[src/rtl/jlsr_pkg.sv]
// Shared constants and types of the jerk-limited speed ramp.
`timescale 1ns / 1ps
package jlsr_pkg;

   localparam int FRAC_BITS = 16;
   localparam int DATA_W    = 32;
   localparam int JERK_W    = 31;
   localparam int CSR_IDX_W = 2;

   // shared multiplier: 17 x 17 digits, operands of two digits each
   localparam int DIG_W  = 17;
   localparam int OPD_W  = 2 * DIG_W;
   localparam int PROD_W = 2 * DIG_W;
   localparam int ACC_W  = 70;
   localparam int STEP_W = 4;
   localparam logic [STEP_W-1:0] MAC_LAST = STEP_W'(8);

   localparam logic [JERK_W-1:0]        JERK_RESET      = JERK_W'(10 << FRAC_BITS);
   localparam logic signed [DATA_W-1:0] MAX_ACCEL_RESET = DATA_W'(10 << FRAC_BITS);
   localparam logic signed [DATA_W-1:0] MIN_ACCEL_RESET = -DATA_W'(10 << FRAC_BITS);

   localparam logic CMD_STEP = 1'b0;
   localparam logic CMD_LOAD = 1'b1;

   typedef enum logic [CSR_IDX_W-1:0] {
      CSR_MAX_JERK  = 2'd0,
      CSR_MAX_ACCEL = 2'd1,
      CSR_MIN_ACCEL = 2'd2
   } csr_index_type;

   typedef enum logic [2:0] {
      ST_IDLE,
      ST_PREP,
      ST_MAC,
      ST_UPDATE,
      ST_SUM,
      ST_DONE
   } state_type;

endpackage

[src/rtl/jlsr_req_if.sv]
// Request channel of the speed ramp: command, setpoint and preset acceleration.
`timescale 1ns / 1ps
interface jlsr_req_if;
   logic               valid;
   logic               ready;
   logic               command;
   logic signed [31:0] setpoint_speed;
   logic signed [31:0] preset_accel;

   modport source (output valid, output command, output setpoint_speed,
                   output preset_accel, input ready);
   modport sink   (input valid, input command, input setpoint_speed,
                   input preset_accel, output ready);
endinterface

[src/rtl/jlsr_rsp_if.sv]
// Response channel of the speed ramp: ramped speed and settled flag.
`timescale 1ns / 1ps
interface jlsr_rsp_if;
   logic               valid;
   logic               ready;
   logic signed [31:0] speed_out;
   logic               settled;

   modport source (output valid, output speed_out, output settled, input ready);
   modport sink   (input valid, input speed_out, input settled, output ready);
endinterface

[src/rtl/jerk_limited_speed_ramp.sv]
// Sequence: a ramp step runs PREP, MAC, UPDATE, SUM and DONE from accept to rsp valid;
//   an on-target settle skips MAC; load or bypass runs PREP then DONE.
// Flow: one item at a time; req ready stays low from accept until DONE hands the result
//   to the rsp slot, waiting while the slot is busy; the 17x17 multiplier, used for eight
//   partial products of the braking test, sets the length of a ramp step.
// Reset (synchronous, active high): speed and acceleration clear to zero, jerk and upper
//   acceleration limit return to 10.0, lower limit to -10.0, rsp holds no item.
`timescale 1ns / 1ps
module jerk_limited_speed_ramp (
   input  logic                                clock,
   input  logic                                reset,
   jlsr_req_if.sink                            req_bus,
   jlsr_rsp_if.source                          rsp_bus,
   input  logic                                csr_wr_en,
   input  logic [jlsr_pkg::CSR_IDX_W-1:0]      csr_index,
   input  logic [jlsr_pkg::DATA_W-1:0]         csr_wdata
);
   import jlsr_pkg::*;

   // ---------------------------------------------------------------- registers
   state_type state_ff, state_in;

   logic [JERK_W-1:0]        jerk_ff;
   logic signed [DATA_W-1:0] max_acc_ff, min_acc_ff;

   logic signed [DATA_W-1:0] speed_ff, speed_in;
   logic signed [DATA_W-1:0] accel_ff, accel_in;

   // captured request
   logic                     cmd_ff, cmd_in;
   logic signed [DATA_W-1:0] setp_ff, setp_in;
   logic signed [DATA_W-1:0] preset_ff, preset_in;

   // braking test operands and flags
   logic [OPD_W-1:0]         twoj_ff, twoj_in;
   logic [OPD_W-1:0]         absdiff_ff, absdiff_in;
   logic [OPD_W-1:0]         n_ff, n_in;
   logic                     diff_neg_ff, diff_neg_in;
   logic                     settle_ff, settle_in;

   // shared multiply-accumulate unit
   logic [STEP_W-1:0]        step_ff, step_in;
   logic [PROD_W-1:0]        prod_ff, prod_in;
   logic                     tag_sub_ff, tag_sub_in;
   logic [1:0]               tag_sh_ff, tag_sh_in;
   logic [ACC_W-1:0]         acc_ff, acc_in;

   // finished result and output slot
   logic signed [DATA_W-1:0] res_speed_ff, res_speed_in;
   logic                     res_settled_ff, res_settled_in;
   logic                     rsp_valid_ff, rsp_valid_in;
   logic signed [DATA_W-1:0] rsp_speed_ff, rsp_speed_in;
   logic                     rsp_settled_ff, rsp_settled_in;

   // ---------------------------------------------------------------- helpers
   logic                     req_fire;
   logic                     slot_free;
   logic [DATA_W-1:0]        absacc;
   logic signed [DATA_W:0]   diff;
   logic [DATA_W:0]          absdiff_w;
   logic [OPD_W-1:0]         opd_a, opd_b;
   logic [DIG_W-1:0]         dig_a, dig_b;
   logic [ACC_W-1:0]         pp_shifted;
   logic                     push;
   logic                     jerk_neg;
   logic signed [DATA_W+1:0] base_acc, jerk_val, acc_sum, acc_clamped;
   logic signed [DATA_W:0]   spd_sum;
   logic signed [DATA_W-1:0] spd_sat;

   assign req_fire  = req_bus.valid && req_bus.ready;
   assign slot_free = !rsp_valid_ff || rsp_bus.ready;

   assign req_bus.ready     = (state_ff == ST_IDLE);
   assign rsp_bus.valid     = rsp_valid_ff;
   assign rsp_bus.speed_out = rsp_speed_ff;
   assign rsp_bus.settled   = rsp_settled_ff;

   // ---------------------------------------------------------------- config
   always_ff @(posedge clock) begin
      if (reset) begin
         jerk_ff    <= JERK_RESET;
         max_acc_ff <= MAX_ACCEL_RESET;
         min_acc_ff <= MIN_ACCEL_RESET;
      end else if (csr_wr_en) begin
         case (csr_index_type'(csr_index))
            CSR_MAX_JERK:  jerk_ff    <= csr_wdata[JERK_W-1:0];
            CSR_MAX_ACCEL: max_acc_ff <= csr_wdata;
            CSR_MIN_ACCEL: min_acc_ff <= csr_wdata;
            default: ;     // unlisted index: drop the write
         endcase
      end
   end

   // ---------------------------------------------------------------- arithmetic
   // Magnitudes for the braking test. |accel| of the most negative value
   // still fits as an unsigned 32-bit number.
   always_comb begin
      absacc    = accel_ff[DATA_W-1] ? DATA_W'(-accel_ff) : DATA_W'(accel_ff);
      diff      = (DATA_W+1)'(setp_ff) - (DATA_W+1)'(speed_ff);
      absdiff_w = diff[DATA_W] ? (DATA_W+1)'(-diff) : (DATA_W+1)'(diff);
   end

   // Partial product select. Steps 0..3 form 2J*|diff| (added), steps 4..7
   // form N*N (subtracted); bits 1 and 0 pick the digit of each operand.
   always_comb begin
      opd_a = step_ff[2] ? n_ff : twoj_ff;
      opd_b = step_ff[2] ? n_ff : absdiff_ff;
      dig_a = step_ff[1] ? opd_a[OPD_W-1:DIG_W] : opd_a[DIG_W-1:0];
      dig_b = step_ff[0] ? opd_b[OPD_W-1:DIG_W] : opd_b[DIG_W-1:0];
      unique case (tag_sh_ff)
         2'd1:    pp_shifted = ACC_W'(prod_ff) << DIG_W;
         2'd2:    pp_shifted = ACC_W'(prod_ff) << (2 * DIG_W);
         default: pp_shifted = ACC_W'(prod_ff);
      endcase
   end

   // Accumulator holds 2J*|diff| - N*N; braking when it is not negative.
   assign push = !acc_ff[ACC_W-1];

   // Jerk direction, acceleration clamp and saturating speed add.
   always_comb begin
      if (diff_neg_ff) begin
         jerk_neg = (accel_ff > 0) || push;
      end else begin
         jerk_neg = !((accel_ff < 0) || push);
      end
      base_acc = settle_ff ? '0 : (DATA_W+2)'(accel_ff);
      if (settle_ff) begin
         jerk_val = '0;
      end else if (jerk_neg) begin
         jerk_val = -(DATA_W+2)'($signed({1'b0, jerk_ff}));
      end else begin
         jerk_val = (DATA_W+2)'($signed({1'b0, jerk_ff}));
      end
      acc_sum     = base_acc + jerk_val;
      acc_clamped = acc_sum;
      // max clamp first, then min clamp: min wins when the limits cross
      if (acc_clamped > (DATA_W+2)'(max_acc_ff)) begin
         acc_clamped = (DATA_W+2)'(max_acc_ff);
      end
      if (acc_clamped < (DATA_W+2)'(min_acc_ff)) begin
         acc_clamped = (DATA_W+2)'(min_acc_ff);
      end

      spd_sum = (DATA_W+1)'(speed_ff) + (DATA_W+1)'(accel_ff);
      if (spd_sum[DATA_W] != spd_sum[DATA_W-1]) begin
         spd_sat = spd_sum[DATA_W] ? {1'b1, {(DATA_W-1){1'b0}}}
                                   : {1'b0, {(DATA_W-1){1'b1}}};
      end else begin
         spd_sat = spd_sum[DATA_W-1:0];
      end
   end

   // ---------------------------------------------------------------- sequencer
   always_ff @(posedge clock) begin
      if (reset) begin
         state_ff <= ST_IDLE;
      end else begin
         state_ff <= state_in;
      end
   end

   always_comb begin
      state_in       = state_ff;
      speed_in       = speed_ff;
      accel_in       = accel_ff;
      cmd_in         = cmd_ff;
      setp_in        = setp_ff;
      preset_in      = preset_ff;
      twoj_in        = twoj_ff;
      absdiff_in     = absdiff_ff;
      n_in           = n_ff;
      diff_neg_in    = diff_neg_ff;
      settle_in      = settle_ff;
      step_in        = step_ff;
      prod_in        = prod_ff;
      tag_sub_in     = tag_sub_ff;
      tag_sh_in      = tag_sh_ff;
      acc_in         = acc_ff;
      res_speed_in   = res_speed_ff;
      res_settled_in = res_settled_ff;
      rsp_valid_in   = rsp_valid_ff && !rsp_bus.ready;
      rsp_speed_in   = rsp_speed_ff;
      rsp_settled_in = rsp_settled_ff;

      unique case (state_ff)
         ST_IDLE: begin
            // capture the item
            if (req_fire) begin
               cmd_in    = req_bus.command;
               setp_in   = req_bus.setpoint_speed;
               preset_in = req_bus.preset_accel;
               state_in  = ST_PREP;
            end
         end

         ST_PREP: begin
            if (cmd_ff == CMD_LOAD) begin
               // preset the state, report the loaded speed as not settled
               speed_in       = setp_ff;
               accel_in       = preset_ff;
               res_speed_in   = setp_ff;
               res_settled_in = 1'b0;
               state_in       = ST_DONE;
            end else if (jerk_ff == '0) begin
               // bypass: pass the setpoint, leave the state alone
               res_speed_in   = setp_ff;
               res_settled_in = 1'b1;
               state_in       = ST_DONE;
            end else begin
               twoj_in     = OPD_W'({jerk_ff, 1'b0});
               absdiff_in  = OPD_W'(absdiff_w);
               n_in        = OPD_W'(absacc) + OPD_W'({jerk_ff, 1'b0});
               diff_neg_in = diff[DATA_W];
               settle_in   = (absdiff_w == '0) && (absacc <= DATA_W'(jerk_ff));
               acc_in      = '0;
               step_in     = '0;
               // on the settle path the braking test is not needed
               state_in    = ((absdiff_w == '0) && (absacc <= DATA_W'(jerk_ff)))
                             ? ST_UPDATE : ST_MAC;
            end
         end

         ST_MAC: begin
            // multiply one digit pair, accumulate the previous product
            if (step_ff != MAC_LAST) begin
               prod_in    = PROD_W'(dig_a) * PROD_W'(dig_b);
               tag_sub_in = step_ff[2];
               tag_sh_in  = 2'(step_ff[1]) + 2'(step_ff[0]);
            end
            if (step_ff != '0) begin
               acc_in = tag_sub_ff ? acc_ff - pp_shifted : acc_ff + pp_shifted;
            end
            step_in = step_ff + STEP_W'(1);
            if (step_ff == MAC_LAST) begin
               state_in = ST_UPDATE;
            end
         end

         ST_UPDATE: begin
            // new acceleration; the settle path lands the speed on the setpoint
            accel_in = acc_clamped[DATA_W-1:0];
            if (settle_ff) begin
               speed_in = setp_ff;
            end
            state_in = ST_SUM;
         end

         ST_SUM: begin
            speed_in       = spd_sat;
            res_speed_in   = spd_sat;
            res_settled_in = settle_ff;
            state_in       = ST_DONE;
         end

         ST_DONE: begin
            // hand the result over once the output slot is free
            if (slot_free) begin
               rsp_valid_in   = 1'b1;
               rsp_speed_in   = res_speed_ff;
               rsp_settled_in = res_settled_ff;
               state_in       = ST_IDLE;
            end
         end

         default: state_in = ST_IDLE;
      endcase
   end

   always_ff @(posedge clock) begin
      if (reset) begin
         speed_ff     <= '0;
         accel_ff     <= '0;
         rsp_valid_ff <= 1'b0;
         step_ff      <= '0;
      end else begin
         speed_ff     <= speed_in;
         accel_ff     <= accel_in;
         rsp_valid_ff <= rsp_valid_in;
         step_ff      <= step_in;
      end
   end

   always_ff @(posedge clock) begin
      cmd_ff         <= cmd_in;
      setp_ff        <= setp_in;
      preset_ff      <= preset_in;
      twoj_ff        <= twoj_in;
      absdiff_ff     <= absdiff_in;
      n_ff           <= n_in;
      diff_neg_ff    <= diff_neg_in;
      settle_ff      <= settle_in;
      prod_ff        <= prod_in;
      tag_sub_ff     <= tag_sub_in;
      tag_sh_ff      <= tag_sh_in;
      acc_ff         <= acc_in;
      res_speed_ff   <= res_speed_in;
      res_settled_ff <= res_settled_in;
      rsp_speed_ff   <= rsp_speed_in;
      rsp_settled_ff <= rsp_settled_in;
   end

   // ---------------------------------------------------------------- checks
   // only one item in flight
   a_one_in_flight: assert property (@(posedge clock) disable iff (reset)
      req_fire |=> !req_bus.ready)
      else $error("request taken while an item is in flight");

   // the multiply-accumulate sequence ends after its last step
   a_mac_ends: assert property (@(posedge clock) disable iff (reset)
      (state_ff == ST_MAC && step_ff == MAC_LAST) |=> state_ff == ST_UPDATE)
      else $error("multiply-accumulate did not finish");

   // step counter stays in range while the shared unit runs
   a_step_range: assert property (@(posedge clock) disable iff (reset)
      state_ff == ST_MAC |-> step_ff <= MAC_LAST)
      else $error("step counter out of range");

   // updated acceleration respects consistent limits
   a_accel_clamp: assert property (@(posedge clock) disable iff (reset)
      (state_ff == ST_UPDATE && min_acc_ff <= max_acc_ff && !csr_wr_en)
      |=> (accel_ff <= max_acc_ff && accel_ff >= min_acc_ff))
      else $error("acceleration outside its limits");

   // a finished result waits in DONE until the slot is free, never overwrites
   a_no_overwrite: assert property (@(posedge clock) disable iff (reset)
      (state_ff == ST_DONE && rsp_valid_ff && !rsp_bus.ready)
      |=> state_ff == ST_DONE)
      else $error("result handed over while slot was busy");

endmodule
[src/flat_wrapper.sv]
// flat-port wrapper written by rule: the top's interface ports become plain ports
module jerk_limited_speed_ramp_flat import jlsr_pkg::*;
  (clock, reset, csr_wr_en, csr_index, csr_wdata, req_bus_valid, req_bus_command, req_bus_setpoint_speed, req_bus_preset_accel, req_bus_ready, rsp_bus_valid, rsp_bus_speed_out, rsp_bus_settled, rsp_bus_ready);
  jlsr_req_if req_bus_i ();
  jlsr_rsp_if rsp_bus_i ();
  input  logic clock;
  input  logic reset;
  input  logic csr_wr_en;
  input  logic [jlsr_pkg::CSR_IDX_W-1:0] csr_index;
  input  logic [jlsr_pkg::DATA_W-1:0] csr_wdata;
  input wire logic [$bits(req_bus_i.valid)-1:0] req_bus_valid;
  input wire logic [$bits(req_bus_i.command)-1:0] req_bus_command;
  input wire logic [$bits(req_bus_i.setpoint_speed)-1:0] req_bus_setpoint_speed;
  input wire logic [$bits(req_bus_i.preset_accel)-1:0] req_bus_preset_accel;
  output wire logic [$bits(req_bus_i.ready)-1:0] req_bus_ready;
  output wire logic [$bits(rsp_bus_i.valid)-1:0] rsp_bus_valid;
  output wire logic [$bits(rsp_bus_i.speed_out)-1:0] rsp_bus_speed_out;
  output wire logic [$bits(rsp_bus_i.settled)-1:0] rsp_bus_settled;
  input wire logic [$bits(rsp_bus_i.ready)-1:0] rsp_bus_ready;
  assign req_bus_i.valid = req_bus_valid;
  assign req_bus_i.command = req_bus_command;
  assign req_bus_i.setpoint_speed = req_bus_setpoint_speed;
  assign req_bus_i.preset_accel = req_bus_preset_accel;
  assign req_bus_ready = req_bus_i.ready;
  assign rsp_bus_valid = rsp_bus_i.valid;
  assign rsp_bus_speed_out = rsp_bus_i.speed_out;
  assign rsp_bus_settled = rsp_bus_i.settled;
  assign rsp_bus_i.ready = rsp_bus_ready;
  jerk_limited_speed_ramp u_core (.clock(clock), .reset(reset), .req_bus(req_bus_i), .rsp_bus(rsp_bus_i), .csr_wr_en(csr_wr_en), .csr_index(csr_index), .csr_wdata(csr_wdata));
endmodule
[config.mk]
export PLATFORM = sky130hd
export DESIGN_NAME = jerk_limited_speed_ramp_flat
export DESIGN_NICKNAME = d
export VERILOG_FILES = /design/src/rtl/jlsr_pkg.sv /design/src/rtl/jlsr_req_if.sv /design/src/rtl/jlsr_rsp_if.sv /design/src/rtl/jerk_limited_speed_ramp.sv /design/src/flat_wrapper.sv
export SDC_FILE = /design/constraint.sdc
export NUM_CORES = 2
export LEC_CHECK = 0
export ABC_AREA = 1
export BUFFER_PORTS_ARGS = -buffer_cell sky130_fd_sc_hd__clkbuf_2
export CAP_MARGIN = 20
export CELL_PAD_IN_SITES_DETAIL_PLACEMENT = 1
export CELL_PAD_IN_SITES_GLOBAL_PLACEMENT = 1
export CORE_MARGIN = 3
export CORE_UTILIZATION = 30
export CTS_CLUSTER_DIAMETER = 200
export DETAILED_ROUTE_END_ITERATION = 8
export PLACE_DENSITY = 0.58
export SLEW_MARGIN = 20
export SYNTH_ARGS = -nofsm -noshare
export SYNTH_HDL_FRONTEND = slang
export SYNTH_SLANG_ARGS = --single-unit
[constraint.sdc]
create_clock -name clock -period 10.9 [get_ports clock]
set_clock_uncertainty 0.15 [all_clocks]
set_input_delay 1.09 -clock clock [delete_from_list [all_inputs] [get_ports clock]]
set_output_delay 1.09 -clock clock [all_outputs]
set_load 0.05 [all_outputs]
# Word level (Yosys, flattened, before mapping)
# Index checks and enable logic that the tools add are counted.
word_totals:
  regBits: 505
  out_inout_bits: 35
  wordCells: 139
op_classes:
  add_sub_neg: 11
  mul: 1
  order_cmp: 5
  eq_ne: 21
  muxes: 43
  n_bitwise: 2
  reduce_logical: 32
ops:
  columns: ["operator", "count"]
  rows:
  - ["two-way mux 32 bit", 9]
  - ["two-way mux 70 bit", 4]
  - ["two-way mux 34 bit", 6]
  - ["case mux 70 bit (2 select lines)", 1]
  - ["case mux 68 bit (2 select lines)", 1]
  - ["case mux 32 bit (2 select lines)", 2]
  - ["case mux 32 bit (3 select lines)", 1]
  - ["adder 70 x 68 -> 70 bit", 1]
  - ["subtractor 70 x 68 -> 70 bit", 1]
  - ["adder 32 x 32 -> 33 bit", 2]
  - ["adder 34 bit", 1]
  - ["> comparator 34 x 32 -> 1 bit", 1]
  - ["less-than comparator 34 x 32 -> 1 bit", 1]
  - ["multiplier 17 x 17 -> 34 bit", 1]
  - ["two-way mux 17 bit", 2]
  - ["negator 31 -> 34 bit", 1]
  - ["zero test 33 bit", 1]
  - ["two-way mux 33 bit", 1]
  - ["negator 33 bit", 1]
  - ["subtractor 32 x 32 -> 33 bit", 1]
  - ["> comparator 32 x 1 -> 1 bit, second input constant", 1]
  - ["<= comparator 32 x 31 -> 1 bit", 1]
  - ["less-than comparator 32 x 1 -> 1 bit, second input constant", 1]
  - ["negator 32 bit", 1]
  - ["32 further kinds", 72]

# Depth between registers and ports, before layout
depth:
  ltp_word: 12
  mapped_depth: 55

# Worst setup path after synthesis
# Ideal clock, no wire load.
synth_path:
  path_kind: "register -> register"
  startpoint: "register u_core.jerk_ff[1]"
  endpoint: "register u_core.acc_ff[0], enable pin"
  setup_ns: 0.521
  arrival_ns: 7.285
  slack_ns: 2.944
  path_stages_with_launch: 16
  n_path_buf: 0
  cell_sequence: "dfxtp_1 > inv_1 > ha_1 > nand3_1 > nor3_1 > inv_1 > nor2_1 > nand2_1 > inv_1 > nand4_1 > nor4_1 > nor2_1 > nand2_1 > inv_1 > nor2_1 > a21oi_1"
synth_between:
  elab_chain_len: 3
synth_lines:
  columns: ["element", "line", "text"]
  rows:
  - ["from (decl)", "jerk_limited_speed_ramp.sv:23", "logic [JERK_W-1:0] jerk_ff;"]
  - ["from (signal assigned)", "jerk_limited_speed_ramp.sv:86", "CSR_MAX_JERK: jerk_ff <= csr_wdata[JERK_W-1:0];"]
  - ["zero test 31 bit", "jerk_limited_speed_ramp.sv:205", "end else if (jerk_ff == '0) begin"]
  - ["inequality test 2 bit (no line)", null, null]
  - ["AND reduction 4 bit (no line)", null, null]
  - ["to (signal assigned)", "jerk_limited_speed_ramp.sv:296", "acc_ff <= acc_in;"]
  - ["to (decl)", "jerk_limited_speed_ramp.sv:46", "logic [ACC_W-1:0] acc_ff, acc_in;"]
# No other way between the ends.
# A chain may end at the register's enable or synchronous reset.

# Worst setup path in the final report
layout_path:
  startpoint: "register u_core.accel_ff[31]"
  endpoint: "register u_core.accel_ff[6]"
layout_between:
  elab_chain_len: 12
  word_cells_on_any_way: 15
  classes_between: "add/sub: 1; order compare: 4; mux: 7; reduce/logical: 3"
layout_lines:
  columns: ["element", "line", "text"]
  rows:
  - ["from (decl)", "jerk_limited_speed_ramp.sv:27", "logic signed [DATA_W-1:0] accel_ff, accel_in;"]
  - ["from (signal assigned)", "jerk_limited_speed_ramp.sv:278", "accel_ff <= accel_in;"]
  - ["less-than comparator 32 x 1 -> 1 bit", "jerk_limited_speed_ramp.sv:125", "jerk_neg = !((accel_ff < 0) || push);"]
  - ["logical OR 1 bit", "jerk_limited_speed_ramp.sv:125", null]
  - ["zero test 1 bit", "jerk_limited_speed_ramp.sv:125", null]
  - ["two-way mux 1 bit", "jerk_limited_speed_ramp.sv:122", "if (diff_neg_ff) begin"]
  - ["two-way mux 34 bit", "jerk_limited_speed_ramp.sv:130", "end else if (jerk_neg) begin"]
  - ["two-way mux 34 bit", "jerk_limited_speed_ramp.sv:128", "if (settle_ff) begin"]
  - ["adder 34 bit *", "jerk_limited_speed_ramp.sv:135", "acc_sum = base_acc + jerk_val;"]
  - ["> comparator 34 x 32 -> 1 bit", "jerk_limited_speed_ramp.sv:138", "if (acc_clamped > (DATA_W+2)'(max_acc_ff)) begin"]
  - ["two-way mux 34 bit *", "jerk_limited_speed_ramp.sv:138", null]
  - ["less-than comparator 34 x 32 -> 1 bit", "jerk_limited_speed_ramp.sv:141", "if (acc_clamped < (DATA_W+2)'(min_acc_ff)) begin"]
  - ["two-way mux 32 bit *", "jerk_limited_speed_ramp.sv:141", null]
  - ["case mux 32 bit (2 select lines) *", "jerk_limited_speed_ramp.sv:186", "unique case (state_ff)"]
# Every way passes the cells marked *; elsewhere a longest branch is shown, timed or not.

==> flow_summary.toml <==
[run_status]
outcome = "finished clean"

[logic_synthesis]
synthTopCellsByArea = "edfxtp_1 (21%), ha_1 (11%), nand2_1 (11%), fa_1 (9.6%), inv_1 (9.3%)"
async_reset_ff_share_pct = 0
synth-main-ff-cell = "edfxtp_1"
syn-mean-instance-area_um2 = 7.40
synth_top_area_share_pct = 21.2
synth_most_common_cell = "nand2_1"
ys_types = 65
syn_inst = 6441
synth-seq-area-share_pct = 28.2
syn_nets = 7185
ys_ff_latch = 504
syn_area_mm2 = 0.0477
synth_top_cell_by_area = "edfxtp_1"
ys_warn_count = 0
synth_edf_count = 337
synth_common_cells = "nand2_1 (1,349), inv_1 (1,179), a21oi_1 (601)"

[grt]
antenna_found_initial = 6
track_usage_pct = 22.2
grt_max_degree = 89
grt_pass1_vias = 45200
grt_pass1_wl_mm = 279
grt-ovfl-total = 0

[worst_setup_path]
path_max_fanout = 32
worstPathArrival_ns = 10.32
max_stage_delay_ns = 0.74
critPathLaunch = "u_core.accel_ff[31]"
cpMostUsedCell = "nand2_1"
ff2ff_setup_slack_ns = 1.00
rr_endpoint = "u_core.accel_ff[6]"
crit_path_start_kind = "register"
r2r_cells = 47
worst_ep_required_time_ns = 11.32
rr_startpoint = "u_core.accel_ff[31]"
end_kind = "register"
critPathKind = "reg2reg"
cp_slowest_cell = "nor4_1"

[power_and_ir_drop]
power_frac_clock_pct = 11.6
peakVddDrop_mv = 0.661
p_comb_share_pct = 72.4
p_int_w = 0.00950
power.density_mw_per_mm2 = 376
power.share.switching_pct = 52.6
p_total_w = 0.0200
leakage_nw = 26.0
seqPwrFrac_pct = 15.9
p_sw_w = 0.0105

[cells_and_area]
final_core_util_pct = 33.9
fin_nets = 7304
drive_gt1_share_pct = 7.02
synthToLayoutAreaGrowth_pct = 11.9

[clock_tree]
cts_max_level = 3
hold_buffers = 0
cts_root_buf = "clkbuf_16"
clk_latency_ns = 0.69
clockBufferDepth = 3
cts_num_sinks = 504
cts_tree = "done"
postCtsSetupBuffers = 0
cts_buffers = 68
cts.clk_slew.worst_paths_ns = 0.06

[die]
pin_count = 139
fp.dieW_um = 405
fp.coreArea_mm2 = 0.157
core.rowCount = 145
chipHeight_um = 405
start_util_pct = 30.3
dieArea_mm2 = 0.164

[sta]
min_period_ns = 9.90
tightest_slew_ns = 1.02
min_period_over_period_pct = 90.8
setup_viol = 0
setup_tns_ns = 0
maxSlewHeadroom_pct = 32.0
clock.fmax_mhz = 101
final_max_slew_viol_count = 0
final_hold_viol_count = 0
rsz0062_at_grt = "false"

[detailed_routing]
wire_per_inst_um = 21.1
drtAntennaViolNets = 0
dr.pass1.iters = 5
post-route-drc-count = 0
first_iter_violations = 2512
vias = 43400
wirelength_mm = 183
drt-vias-per-instance = 5.01

[hold_path]
hold_path_depth = 0
min_path_type = "reg2reg"
hold_start = "u_core.res_speed_ff[31]"
hold_end = "u_core.rsp_bus.speed_out[31]"

[run]
maxCapViolations = 0

[placed_design]
dp_hpwl_mm = 149
gp_congestion = 0.900
io_buffers = 138
metrics by stage:
stage | instance area (um^2) | std cells | setup WS (ns) | hold WS (ns)
after detailed placement | 51000 | 8547 | 0.548 | 0.255
after global placement | 51000 | 8547 | 0.694 | 0.253
after global routing | 53300 | 8670 | 0.0134 | 0.263
final | 53300 | 8672 | 1.00 | 0.252
after floorplan | 47700 | 6441 | 2.94 | 0.250
after CTS | 53300 | 8669 | 0.484 | 0.256
state kept, by name (all words and copies together) (netlist names), 2 cells and up:
| signal | cells |
|---|---|
| u_core.twoj_ff | 31 |
| u_core.preset_ff | 32 |
| u_core.speed_ff | 32 |
| u_core.rsp_bus.speed_out | 32 |
| u_core.max_acc_ff | 32 |
| u_core.state_ff | 3 |
| u_core.res_speed_ff | 32 |
| u_core.tag_sh_ff | 2 |
| u_core.accel_ff | 32 |
| u_core.acc_ff | 70 |
| u_core.jerk_ff | 31 |
| u_core.prod_ff | 34 |
| u_core.n_ff | 33 |
| u_core.absdiff_ff | 33 |
| u_core.min_acc_ff | 32 |
| u_core.setp_ff | 32 |
| u_core.step_ff | 4 |
how the worst max path moves through the flow:
| stage | end | slack, ns | cells after the start |
|---|---|---|---|
| floorplan | u_core.acc_ff[0] | 2.94 | 15 |
| global placement | u_core.accel_ff[4] | 0.69 | 49 |
| detailed placement | u_core.accel_ff[8] | 0.55 | 47 |
| CTS | u_core.accel_ff[6] | 0.48 | 46 |
| global route | u_core.accel_ff[6] | 0.01 | 53 |
| finish | u_core.accel_ff[6] | 1.00 | 47 |
area by class of cell:
cell class | count | area [um^2]
fillers | 19400 | 104000
multi-input cells | 4566 | 29200
flip-flops and latches | 504 | 13500
inverters | 1199 | 4510
well taps | 2058 | 2570
clock buffers | 82 | 1760
repair buffers | 220 | 1310
clock inverters | 40 | 515
repair inverters | 1 | 5.00
diodes | 2 | 5.00
repair_timing:
| item | in CTS | in global routing |
|---|---|---|
| gates resized for setup | 0 | 6 |
| endpoints found under the setup margin | 0 | 32 |
| hold endpoints to repair | 0 | 0 |
worst max-delay path, delay by kind of cell (launching register included):
family | cells | cell delay, ns
xor gates and xnor gates | 1 | 0.15
adders and majority gates | 3 | 0.87
and+or+nand+nor | 20 | 3.46
AOI/OAI and AO/OA | 14 | 2.77
DFF | 1 | 0.45
buffers and inverters | 9 | 1.87
power groups by stage:
stage	Combinational (W)	Sequential, W	Clock [W]
final	0.0145	0.00319	0.00233
after global placement	0.0146	0.00323	0
after CTS	0.0149	0.00320	0.00240
after floorplan	0.0101	0.00313	0
after global routing	0.0165	0.00322	0.00247
after detailed placement	0.0148	0.00323	0
layer usage:
metal / vias to the layer above / track usage [%] / routed length [um]
li1: 21200 / - / -
met1: 21300 / 29.9 / 84900
met2: 753 / 37.4 / 85700
met3: 183 / 2.27 / 6650
met4: 0 / 6.76 / 5540
met5: - / 0 / 0
cells in the final DEF (no fill, tap or decap), drive strengths merged, types with 8 or more instances in the layout:
cell type	count
o31ai	16
nor3	89
nand3b	13
a21o	9
clkinvlp	8
o21bai	11
clkbuf	220
dfxtp	167
nand2	1369
fa	229
buf	82
nand3	259
ha	411
edfxtp	337
clkinv	27
a32oi	12
o211ai	29
o21a	41
a21boi	27
bufinv	8
inv	1197
or2	10
a211oi	11
xor2	179
o21ai	435
nor2	557
a31oi	61
a21oi	605
a22oi	15
xnor2	50
nor4	23
nand4	72
kinds of logic after synthesis:
family / count (synthesis) / synth area share (%)
AOI/OAI and AO/OA: 1298 / 15.1
xor gates and xnor gates: 229 / 4.22
adders and majority gates: 640 / 20.4
buffers and inverters: 1371 / 10.9
DFF: 504 / 28.2
and+or+nand+nor: 2399 / 21.2
No activity file was read; power rests on OpenSTA's default activity.
